[src/rtl/zcgr_pkg.sv]
// Shared types and constants of the zero crossing gated recorder.
package zcgr_pkg;

    // Configuration register widths, reset values and indexes.
    localparam int FRAMES_W    = 17;
    localparam int STEP_W      = 25;
    localparam int SYNC_W      = 25;
    localparam int CFG_INDEX_W = 2;
    localparam int CFG_DATA_W  = 25;

    localparam logic [CFG_INDEX_W-1:0] CFG_BUFFER_FRAMES = 2'd0;
    localparam logic [CFG_INDEX_W-1:0] CFG_RAMP_STEP     = 2'd1;

    localparam logic [FRAMES_W-1:0] FRAMES_RESET = 17'd65536;
    localparam logic [STEP_W-1:0]   STEP_RESET   = 25'd256;

    // The sync ramp is unsigned with 24 fraction bits; this is 1.0.
    localparam logic [SYNC_W-1:0] SYNC_ONE = 25'd16777216;

    // Record stage codes.
    localparam int STAGE_W = 2;
    localparam logic [STAGE_W-1:0] STAGE_OFF     = 2'd0;
    localparam logic [STAGE_W-1:0] STAGE_MON_ON  = 2'd1;
    localparam logic [STAGE_W-1:0] STAGE_REC     = 2'd2;
    localparam logic [STAGE_W-1:0] STAGE_MON_OFF = 2'd3;

    typedef struct packed {
        logic [FRAMES_W-1:0] buffer_frames;
        logic [STEP_W-1:0]   ramp_step;
    } cfg_t;

    typedef struct packed {
        logic                write_enable;
        logic [STAGE_W-1:0]  record_stage;
    } status_t;

endpackage

[src/rtl/zcgr_in_if.sv]
// Input channel: one audio sample and the control flag per beat.
interface zcgr_in_if #(
    parameter int SAMPLE_BITS = 24
);
    logic                          valid;
    logic                          ready;
    logic                          control_active;
    logic signed [SAMPLE_BITS-1:0] sample;

    modport source (output valid, output control_active, output sample, input ready);
    modport sink   (input valid, input control_active, input sample, output ready);
endinterface

[src/rtl/zcgr_out_if.sv]
// Result channel: buffer write, sync ramp and record stage per beat.
interface zcgr_out_if #(
    parameter int SAMPLE_BITS = 24,
    parameter int ADDR_W      = 16
);
    logic                          valid;
    logic                          ready;
    logic                          write_enable;
    logic [ADDR_W-1:0]             write_address;
    logic signed [SAMPLE_BITS-1:0] write_data;
    logic [24:0]                   sync_value;
    logic [1:0]                    record_stage;

    modport source (output valid, output write_enable, output write_address,
                    output write_data, output sync_value, output record_stage,
                    input ready);
    modport sink   (input valid, input write_enable, input write_address,
                    input write_data, input sync_value, input record_stage,
                    output ready);
endinterface

[src/rtl/zcgr_cfg_if.sv]
// Configuration write channel: register index and write data per beat.
interface zcgr_cfg_if;
    logic        valid;
    logic        ready;
    logic [1:0]  index;
    logic [24:0] data;

    modport source (output valid, output index, output data, input ready);
    modport sink   (input valid, input index, input data, output ready);
endinterface

[src/rtl/zcgr_cfg_regs.sv]
// Configuration registers: buffer length and sync ramp step.
module zcgr_cfg_regs (
    input  logic          clk,
    input  logic          rst_n,
    zcgr_cfg_if.sink      cfg,
    output zcgr_pkg::cfg_t cfg_values
);
    import zcgr_pkg::*;

    logic [FRAMES_W-1:0] frames_reg;
    logic [STEP_W-1:0]   step_reg;

    // Writes are always taken; an index outside the list is dropped.
    assign cfg.ready = 1'b1;

    always_ff @(posedge clk or negedge rst_n)
    begin
        if (!rst_n)
        begin
            frames_reg <= FRAMES_RESET;
            step_reg   <= STEP_RESET;
        end
        else if (cfg.valid && cfg.ready)
        begin
            case (cfg.index)
                CFG_BUFFER_FRAMES: frames_reg <= cfg.data[FRAMES_W-1:0];
                CFG_RAMP_STEP:     step_reg   <= cfg.data[STEP_W-1:0];
                default:           ;
            endcase
        end
    end

    assign cfg_values.buffer_frames = frames_reg;
    assign cfg_values.ramp_step     = step_reg;

endmodule

[src/rtl/zcgr_core.sv]
// Record stage machine, ring position and sync ramp for one sample.
module zcgr_core #(
    parameter int MAX_FRAMES  = 65536,
    parameter int SAMPLE_BITS = 24,
    parameter int ADDR_W      = 16
) (
    input  logic                          clk,
    input  logic                          rst_n,
    input  logic                          advance,
    input  logic                          control_active,
    input  logic signed [SAMPLE_BITS-1:0] sample,
    input  zcgr_pkg::cfg_t                cfg_values,
    output zcgr_pkg::status_t             status,
    output logic [ADDR_W-1:0]             write_address,
    output logic signed [SAMPLE_BITS-1:0] write_data,
    output logic [zcgr_pkg::SYNC_W-1:0]   sync_value
);
    import zcgr_pkg::*;

    localparam int LEN_W = (FRAMES_W > ADDR_W + 1) ? FRAMES_W : ADDR_W + 1;

    logic [STAGE_W-1:0] stage_reg, stage_next, stage_mid;
    logic               prev_ctrl_reg;
    logic               prev_neg_reg;
    logic [ADDR_W-1:0]  pos_reg, pos_next;
    logic [SYNC_W-1:0]  sync_acc_reg, sync_acc_next;

    logic               negative;
    logic               crossing;
    logic               write;
    logic [LEN_W-1:0]   frames_ext;
    logic [LEN_W-1:0]   len;
    logic [LEN_W-1:0]   pos_inc;
    logic [SYNC_W:0]    sync_sum;

    assign negative = sample[SAMPLE_BITS-1];
    assign crossing = prev_neg_reg && !negative;

    // A change of the control flag toggles between the paired stages.
    always_comb
    begin
        stage_mid = stage_reg;
        if (control_active != prev_ctrl_reg)
        begin
            case (stage_reg)
                STAGE_OFF:     stage_mid = STAGE_MON_ON;
                STAGE_MON_ON:  stage_mid = STAGE_OFF;
                STAGE_REC:     stage_mid = STAGE_MON_OFF;
                default:       stage_mid = STAGE_REC;
            endcase
        end
    end

    // A positive zero crossing ends either monitoring stage.
    always_comb
    begin
        stage_next = stage_mid;
        if (stage_mid[0] && crossing)
        begin
            stage_next = (stage_mid == STAGE_MON_ON) ? STAGE_REC : STAGE_OFF;
        end
    end

    assign write = stage_next[1];

    // Buffer length is limited to the storage the block addresses.
    assign frames_ext = LEN_W'(cfg_values.buffer_frames);
    assign len        = (frames_ext > LEN_W'(MAX_FRAMES)) ? LEN_W'(MAX_FRAMES) : frames_ext;
    assign pos_inc    = LEN_W'(pos_reg) + LEN_W'(1);
    assign pos_next   = (pos_inc >= len) ? '0 : pos_inc[ADDR_W-1:0];

    assign sync_sum      = {1'b0, sync_acc_reg} + {1'b0, cfg_values.ramp_step};
    assign sync_acc_next = (sync_sum > {1'b0, SYNC_ONE}) ? '0 : sync_sum[SYNC_W-1:0];

    always_ff @(posedge clk or negedge rst_n)
    begin
        if (!rst_n)
        begin
            stage_reg     <= STAGE_OFF;
            prev_ctrl_reg <= 1'b0;
            prev_neg_reg  <= 1'b0;
            pos_reg       <= '0;
            sync_acc_reg  <= '0;
        end
        else if (advance)
        begin
            stage_reg     <= stage_next;
            prev_ctrl_reg <= control_active;
            prev_neg_reg  <= negative;
            if (write)
            begin
                pos_reg      <= pos_next;
                sync_acc_reg <= sync_acc_next;
            end
        end
    end

    assign status.write_enable = write;
    assign status.record_stage = stage_next;
    assign write_address       = write ? pos_reg : '0;
    assign write_data          = write ? sample : '0;
    assign sync_value          = write ? sync_acc_next : sync_acc_reg;

    // The ramp is folded back to zero as soon as it passes 1.0.
    a_sync_bounded: assert property (@(posedge clk) disable iff (!rst_n)
        sync_acc_reg <= SYNC_ONE)
        else $error("sync ramp above 1.0");

    // Position and ramp move only on a written sample.
    a_hold_without_write: assert property (@(posedge clk) disable iff (!rst_n)
        (advance && !write) |=> ($stable(pos_reg) && $stable(sync_acc_reg)))
        else $error("position or ramp moved without a write");

    // Monitor-off is reached only from recording or monitor-off.
    a_no_mon_off_entry: assert property (@(posedge clk) disable iff (!rst_n)
        (advance && !stage_reg[1]) |-> (stage_next != STAGE_MON_OFF))
        else $error("monitor-off entered from a non-recording stage");

endmodule

[src/rtl/zero_crossing_gated_recorder.sv]
// Top level of the zero crossing gated recorder.
//
// The recorder takes one audio sample and a control flag per input beat and
// returns exactly one result beat for each: a buffer write (enable, ring
// address, sample), the sync ramp value and the record stage as it stands
// after that sample. It sustains one sample per clock cycle while results are
// taken; a sample is captured in the input register at the edge that accepts
// it, passes into the result register once that register is free or its beat
// is being taken, and its result beat is presented from then on. The stage,
// ring position and ramp update all sit in the single path between those two
// registers, which is what keeps a new sample every cycle while results are
// taken. The input channel is ready whenever the input register is empty or
// its sample moves on to the result register in the same cycle, so a held
// result only stalls the input once both registers are full. Configuration
// writes (buffer length, sync step) are always accepted and take effect from
// the next sample; they are meant to be made while no sample is in flight.
module zero_crossing_gated_recorder #(
    parameter int MAX_FRAMES  = 65536,
    parameter int SAMPLE_BITS = 24
) (
    input  logic       clk,
    input  logic       rst_n,
    zcgr_cfg_if.sink   cfg,
    zcgr_in_if.sink    item,
    zcgr_out_if.source result
);
    import zcgr_pkg::*;

    localparam int ADDR_W = $clog2(MAX_FRAMES);

    // Input register.
    logic                          in_valid_reg;
    logic                          in_ctrl_reg;
    logic signed [SAMPLE_BITS-1:0] in_sample_reg;

    // Result register.
    logic                          out_valid_reg;
    logic                          out_we_reg;
    logic [ADDR_W-1:0]             out_addr_reg;
    logic signed [SAMPLE_BITS-1:0] out_data_reg;
    logic [SYNC_W-1:0]             out_sync_reg;
    logic [STAGE_W-1:0]            out_stage_reg;

    logic                          advance;
    cfg_t                          cfg_values;
    status_t                       status;
    logic [ADDR_W-1:0]             core_addr;
    logic signed [SAMPLE_BITS-1:0] core_data;
    logic [SYNC_W-1:0]             core_sync;

    zcgr_cfg_regs u_cfg_regs (
        .clk        (clk),
        .rst_n      (rst_n),
        .cfg        (cfg),
        .cfg_values (cfg_values)
    );

    // The held sample moves on whenever the result register is free or
    // its beat is being taken in this cycle.
    assign advance    = in_valid_reg && (!out_valid_reg || result.ready);
    assign item.ready = !in_valid_reg || advance;

    always_ff @(posedge clk or negedge rst_n)
    begin
        if (!rst_n)
        begin
            in_valid_reg <= 1'b0;
        end
        else if (item.ready)
        begin
            in_valid_reg <= item.valid;
        end
    end

    always_ff @(posedge clk)
    begin
        if (item.valid && item.ready)
        begin
            in_ctrl_reg   <= item.control_active;
            in_sample_reg <= item.sample;
        end
    end

    zcgr_core #(
        .MAX_FRAMES  (MAX_FRAMES),
        .SAMPLE_BITS (SAMPLE_BITS),
        .ADDR_W      (ADDR_W)
    ) u_core (
        .clk            (clk),
        .rst_n          (rst_n),
        .advance        (advance),
        .control_active (in_ctrl_reg),
        .sample         (in_sample_reg),
        .cfg_values     (cfg_values),
        .status         (status),
        .write_address  (core_addr),
        .write_data     (core_data),
        .sync_value     (core_sync)
    );

    always_ff @(posedge clk or negedge rst_n)
    begin
        if (!rst_n)
        begin
            out_valid_reg <= 1'b0;
        end
        else if (advance)
        begin
            out_valid_reg <= 1'b1;
        end
        else if (result.ready)
        begin
            out_valid_reg <= 1'b0;
        end
    end

    always_ff @(posedge clk)
    begin
        if (advance)
        begin
            out_we_reg    <= status.write_enable;
            out_addr_reg  <= core_addr;
            out_data_reg  <= core_data;
            out_sync_reg  <= core_sync;
            out_stage_reg <= status.record_stage;
        end
    end

    assign result.valid         = out_valid_reg;
    assign result.write_enable  = out_we_reg;
    assign result.write_address = out_addr_reg;
    assign result.write_data    = out_data_reg;
    assign result.sync_value    = out_sync_reg;
    assign result.record_stage  = out_stage_reg;

    // A write is only issued while recording or monitoring off.
    a_write_stage: assert property (@(posedge clk) disable iff (!rst_n)
        (out_valid_reg && out_we_reg) |-> out_stage_reg[1])
        else $error("write issued outside a recording stage");

    // A result without a write carries zero address and data.
    a_idle_fields_zero: assert property (@(posedge clk) disable iff (!rst_n)
        (out_valid_reg && !out_we_reg) |-> (out_addr_reg == '0 && out_data_reg == '0))
        else $error("address or data set without a write");

    // A sample only advances when the result register can take it.
    a_no_overwrite: assert property (@(posedge clk) disable iff (!rst_n)
        (out_valid_reg && !result.ready) |-> !advance)
        else $error("result register overwritten while held");

endmodule

[src/flat_wrapper.sv]
// flat-port wrapper written by rule: the top's interface ports become plain ports
module zero_crossing_gated_recorder_flat import zcgr_pkg::*;
#(
    parameter int MAX_FRAMES  = 65536,
    parameter int SAMPLE_BITS = 24
)
  (clk, rst_n, cfg_valid, cfg_index, cfg_data, cfg_ready, item_valid, item_control_active, item_sample, item_ready, result_valid, result_write_enable, result_write_address, result_write_data, result_sync_value, result_record_stage, result_ready);
  zcgr_cfg_if cfg_i ();
  zcgr_in_if #(.SAMPLE_BITS(SAMPLE_BITS)) item_i ();
  zcgr_out_if #(.SAMPLE_BITS(SAMPLE_BITS)) result_i ();
  input  logic clk;
  input  logic rst_n;
  input wire logic [$bits(cfg_i.valid)-1:0] cfg_valid;
  input wire logic [$bits(cfg_i.index)-1:0] cfg_index;
  input wire logic [$bits(cfg_i.data)-1:0] cfg_data;
  output wire logic [$bits(cfg_i.ready)-1:0] cfg_ready;
  input wire logic [$bits(item_i.valid)-1:0] item_valid;
  input wire logic [$bits(item_i.control_active)-1:0] item_control_active;
  input wire logic [$bits(item_i.sample)-1:0] item_sample;
  output wire logic [$bits(item_i.ready)-1:0] item_ready;
  output wire logic [$bits(result_i.valid)-1:0] result_valid;
  output wire logic [$bits(result_i.write_enable)-1:0] result_write_enable;
  output wire logic [$bits(result_i.write_address)-1:0] result_write_address;
  output wire logic [$bits(result_i.write_data)-1:0] result_write_data;
  output wire logic [$bits(result_i.sync_value)-1:0] result_sync_value;
  output wire logic [$bits(result_i.record_stage)-1:0] result_record_stage;
  input wire logic [$bits(result_i.ready)-1:0] result_ready;
  assign cfg_i.valid = cfg_valid;
  assign cfg_i.index = cfg_index;
  assign cfg_i.data = cfg_data;
  assign cfg_ready = cfg_i.ready;
  assign item_i.valid = item_valid;
  assign item_i.control_active = item_control_active;
  assign item_i.sample = item_sample;
  assign item_ready = item_i.ready;
  assign result_valid = result_i.valid;
  assign result_write_enable = result_i.write_enable;
  assign result_write_address = result_i.write_address;
  assign result_write_data = result_i.write_data;
  assign result_sync_value = result_i.sync_value;
  assign result_record_stage = result_i.record_stage;
  assign result_i.ready = result_ready;
  zero_crossing_gated_recorder #(.MAX_FRAMES(MAX_FRAMES), .SAMPLE_BITS(SAMPLE_BITS)) u_core (.clk(clk), .rst_n(rst_n), .cfg(cfg_i), .item(item_i), .result(result_i));
endmodule
[config.mk]
export PLATFORM = sky130hd
export DESIGN_NAME = zero_crossing_gated_recorder_flat
export DESIGN_NICKNAME = d
export VERILOG_FILES = /design/src/rtl/zcgr_pkg.sv /design/src/rtl/zcgr_in_if.sv /design/src/rtl/zcgr_out_if.sv /design/src/rtl/zcgr_cfg_if.sv /design/src/rtl/zcgr_cfg_regs.sv /design/src/rtl/zcgr_core.sv /design/src/rtl/zero_crossing_gated_recorder.sv /design/src/flat_wrapper.sv
export SDC_FILE = /design/constraint.sdc
export NUM_CORES = 1
export LEC_CHECK = 0
export BUFFER_PORTS_ARGS = -buffer_cell sky130_fd_sc_hd__buf_2
export CORE_MARGIN = 2
export CORE_UTILIZATION = 44
export CTS_BUF_LIST = sky130_fd_sc_hd__clkbuf_2 sky130_fd_sc_hd__clkbuf_4 sky130_fd_sc_hd__clkbuf_8
export CTS_CLUSTER_DIAMETER = 40
export DETAILED_ROUTE_END_ITERATION = 10
export PLACE_DENSITY_LB_ADDON = 0.1
export SLEW_MARGIN = 20
export SYNTH_ARGS = -nofsm -noshare
export SYNTH_HDL_FRONTEND = slang
export SYNTH_SLANG_ARGS = --single-unit
[constraint.sdc]
create_clock -name clk -period 3.79 [get_ports clk]
set_input_delay 0.5685 -clock clk [delete_from_list [all_inputs] [get_ports clk]]
set_output_delay 0.5685 -clock clk [all_outputs]
set_load 0.05 [all_outputs]
==> run summary <==
### Timing
• 0 — Final setup violation count
• 95.4% — final worst-path cycle share
• 49.4% — Max-slew headroom
• 3.62 ns — crit path time final
• 0.148 ns — worst-case hold slack
• 0 — max-slew violation count
• 277 MHz — maximum clock frequency
• 0.759 ns — transition time at the pin with the least slew margin
• 0.0168 ns — Final Skew
• 0 — Final Hold Violating Endpoints

### Final layout
• 15.1% — synthesis-to-finish area growth
• 3940 sq um — area of the multi-input gates
• 4990 sq um — flip-flop and latch area
• 1008 — # nets final
• 51.9% — final design utilization
• 1863 — Fillers
• 27.3% — share of layout cells above drive strength 1
• 10500 sq um — post-route cell area

### Clocking
• sky130_fd_sc_hd__clkbuf_8 — CTS root buf
• 181 — clock net sink count
• built — CTS tree
• 17 — clock buffer count from CTS
• 0.46 ns — source-to-sink clock delay at the later pin of the worst-skew pair
• 0.11 ns — clock-pin transition on the worst setup and hold timing paths
• 2 — maximum root-to-sink buffer count
• 0 — count of hold buffers inserted by post-cts repair
• 4 — number of H-tree levels

### Global routing
• 35.3 mm — wire length of the first global-routing pass
• 2 — initial antenna violation count
• 89 — maximum number of pins on one net before global-route repair
• 6491 — vias in the first global route
• 0 — remaining global-route overflow
• 20.9% — global-route usage over all layers

### Logic synthesis
• 9150 sq um — post-synthesis instance area
• 92 — number of enable-type register cells in the synthesized netlist
• 786 — Gate Count Post-Synth
• 72 — Cell variety after synth
• 887 — Synthesized Nets
• 11.6 sq um — syn avg cell area
• 54.5% — part of the Yosys area used for sequential elements
• sky130_fd_sc_hd__edfxtp_1 — Post-synth top flop
• 0 — number of warnings printed during yosys synthesis
• 181 — synthesized flop and latch total
• 49.2% — fraction of registers with async set or reset after synthesis

### Critical path
• reg -> reg — type of the setup path with the least slack
• 18 — crit-path max FO
• 0.46 ns — slowest cell delay on critical path
• u_core.u_core.pos_reg[2] — reg-to-reg critical path endpoint
• and2_1, and4_1, and2_1, nand4_1, xnor2_2, ha_1, a21o_1, a21o_1, a21o_1, a21o_1, a21oi_1, o21ai_0, or4_1, buf_4, nor3b_1, a21o_1 — cell-by-cell listing of the critical path
• sky130_fd_sc_hd__or4_1 — Worst path slowest cell
• flop — Worst Setup Start Kind
• flop — endpoint kind of the worst setup timing path
• u_core.u_core.pos_reg[2] — critical register-to-register path startpoint
• 16 — Worst Reg2Reg Path Length in Cells
• 16 — number of cells on the critical path
• 0.17 ns — R2R Setup Slk
• sky130_fd_sc_hd__a21o_1 — most repeated library cell on the critical path
• simple AND/OR/NAND/NOR gates — dominant delay contributor by cell family on the critical path
• 4.01 ns — data arrival time of the critical path
• u_core.u_core.pos_reg[2] — destination of the critical timing path
• u_core.u_core.pos_reg[2] — CP startpoint
• 1 — buffers plus inverters on the worst setup path
• 4.19 ns — data required time at the worst endpoint

### Hold path
• in -> async — worst hold path type

### Place
• 15.4 mm — placed wire-length estimate
• 0.938 — routability cong.
• 10100 sq um — cell area reported after detailed placement
• 126 — Port-buffer cells

### Route
• 5.51 — DR vias/cell
• 6571 — total number of vias
• 5 — Detailed Routing Iterations Pass 1
• 22.2 mm — wire length reported by the detailed router
• 520 — violation count after the first detailed-routing iteration
• 0 — post-route ant nets
• 0 — detailed-route DRC error count
• 18.7 um — routed length per instance

### Floorplan
• 52 — number of standard-cell rows in the floorplan
• 128 — total I/O pin count
• 22000 sq um — overall die area
• 148 um — die outline width
• 45.1% — effective utilization at floorplan
• 20300 sq um — Core Footprint
• 148 um — Die Y

### Power and ir drop
• 4.62 nW — Pleak
• 0.335 mV — Peak supply drop
• 8.00 mW — Total Power Consumption
• 759 nW/um^2 — total power divided by cell area

### Flow run
• 0 — maximum capacitance violations

### Outcome
• complete, no violations — status

per-layer routing:
metal / part of all wire (%) / global-route usage, % / vias up
met1: 48 / 30.6 / 3230
li1: - / - / 3111
met3: 4.4 / 3.44 / 30
met5: 0 / 0 / -
met4: 1.8 / 6.10 / 0
met2: 46 / 32.1 / 200
stage by stage:
step	TNS [ns]	cells	setup slack, ns
after floorplan	0	786	0.384
after global placement	0	1156	0.276
after detailed placement	0	1156	0.199
after CTS	0	1188	0.175
after global routing	-0.0477	1192	-0.0477
final	0	1192	0.175
power by group:
group          internal (mW)  leakage [nW]  switching (mW)
clock                  0.505         0.204           0.811
combinational           1.28          2.40            2.59
sequential              2.58          2.02           0.239
cells in the final DEF (no fill, tap or decap), types with 23 or more instances in the layout:
master	instances
sky130_fd_sc_hd__a21oi_1	27
sky130_fd_sc_hd__buf_2	125
sky130_fd_sc_hd__dfrtp_1	86
sky130_fd_sc_hd__edfxtp_1	92
sky130_fd_sc_hd__ha_1	42
sky130_fd_sc_hd__mux2_2	41
sky130_fd_sc_hd__nand2_1	114
sky130_fd_sc_hd__nand4_1	25
sky130_fd_sc_hd__nor2_1	25
sky130_fd_sc_hd__nor2b_1	42
sky130_fd_sc_hd__xnor2_1	23
cells by family after synthesis:
logic type               count (synthesis)  synth area share [%]
buffers and inverters                   55                  2.77
adder cells (fa/ha/maj)                 44                  6.10
AO/OA/AOI/OAI                          141                  11.7
XOR/XNOR                                33                  3.16
AND/OR/NAND/NOR                        290                  16.7
multiplexers                            41                  5.04
flip-flops                             181                  54.5
other                                    1                0.0410
cells in the mapped netlist (20+ instances only):
library cell / number / area (sq um)
sky130_fd_sc_hd__dfrtp_1: 87 / 2180
sky130_fd_sc_hd__nor2_1: 25 / 93.8
sky130_fd_sc_hd__nand2_1: 114 / 428
sky130_fd_sc_hd__xnor2_1: 25 / 219
sky130_fd_sc_hd__ha_1: 43 / 538
sky130_fd_sc_hd__clkbuf_1: 21 / 78.8
sky130_fd_sc_hd__a21oi_1: 27 / 135
sky130_fd_sc_hd__a32o_1: 20 / 200
sky130_fd_sc_hd__mux2_2: 41 / 462
sky130_fd_sc_hd__nand4_1: 25 / 156
sky130_fd_sc_hd__nor2b_1: 42 / 263
sky130_fd_sc_hd__edfxtp_1: 92 / 2760
sky130_fd_sc_hd__o21ai_0: 22 / 110
how the worst min path moves through the flow:
stage | to | slack [ns] | cells past startpoint
final | u_core.u_core.sync_acc_reg[15] | 0.15 | 1
after CTS | u_core.in_sample_reg[15] | 0.24 | 1
after global placement | u_core.result.valid | 0.46 | 1
after floorplan | u_core.in_valid_reg | 0.27 | 0
after detailed placement | u_core.result.valid | 0.48 | 1
after global routing | u_core.u_cfg_regs.step_reg[24] | 0.17 | 1
what timing repair did:
action	4_1_cts	5_1_grt
setup buffers	0	2
setup endpoints to repair	0	2
resized for setup	0	4
layout make-up:
cell class,instances,share of cell area (%)
repair buffers,141,7.47
multi-input cells,550,37.4
diodes,2,0.0475
clock inverters,15,1.67
well taps,270,3.21
clock buffers,17,2.22
inverters,16,0.582
flip-flops and latches,181,47.4
Power figures use the tool's default switching activity.
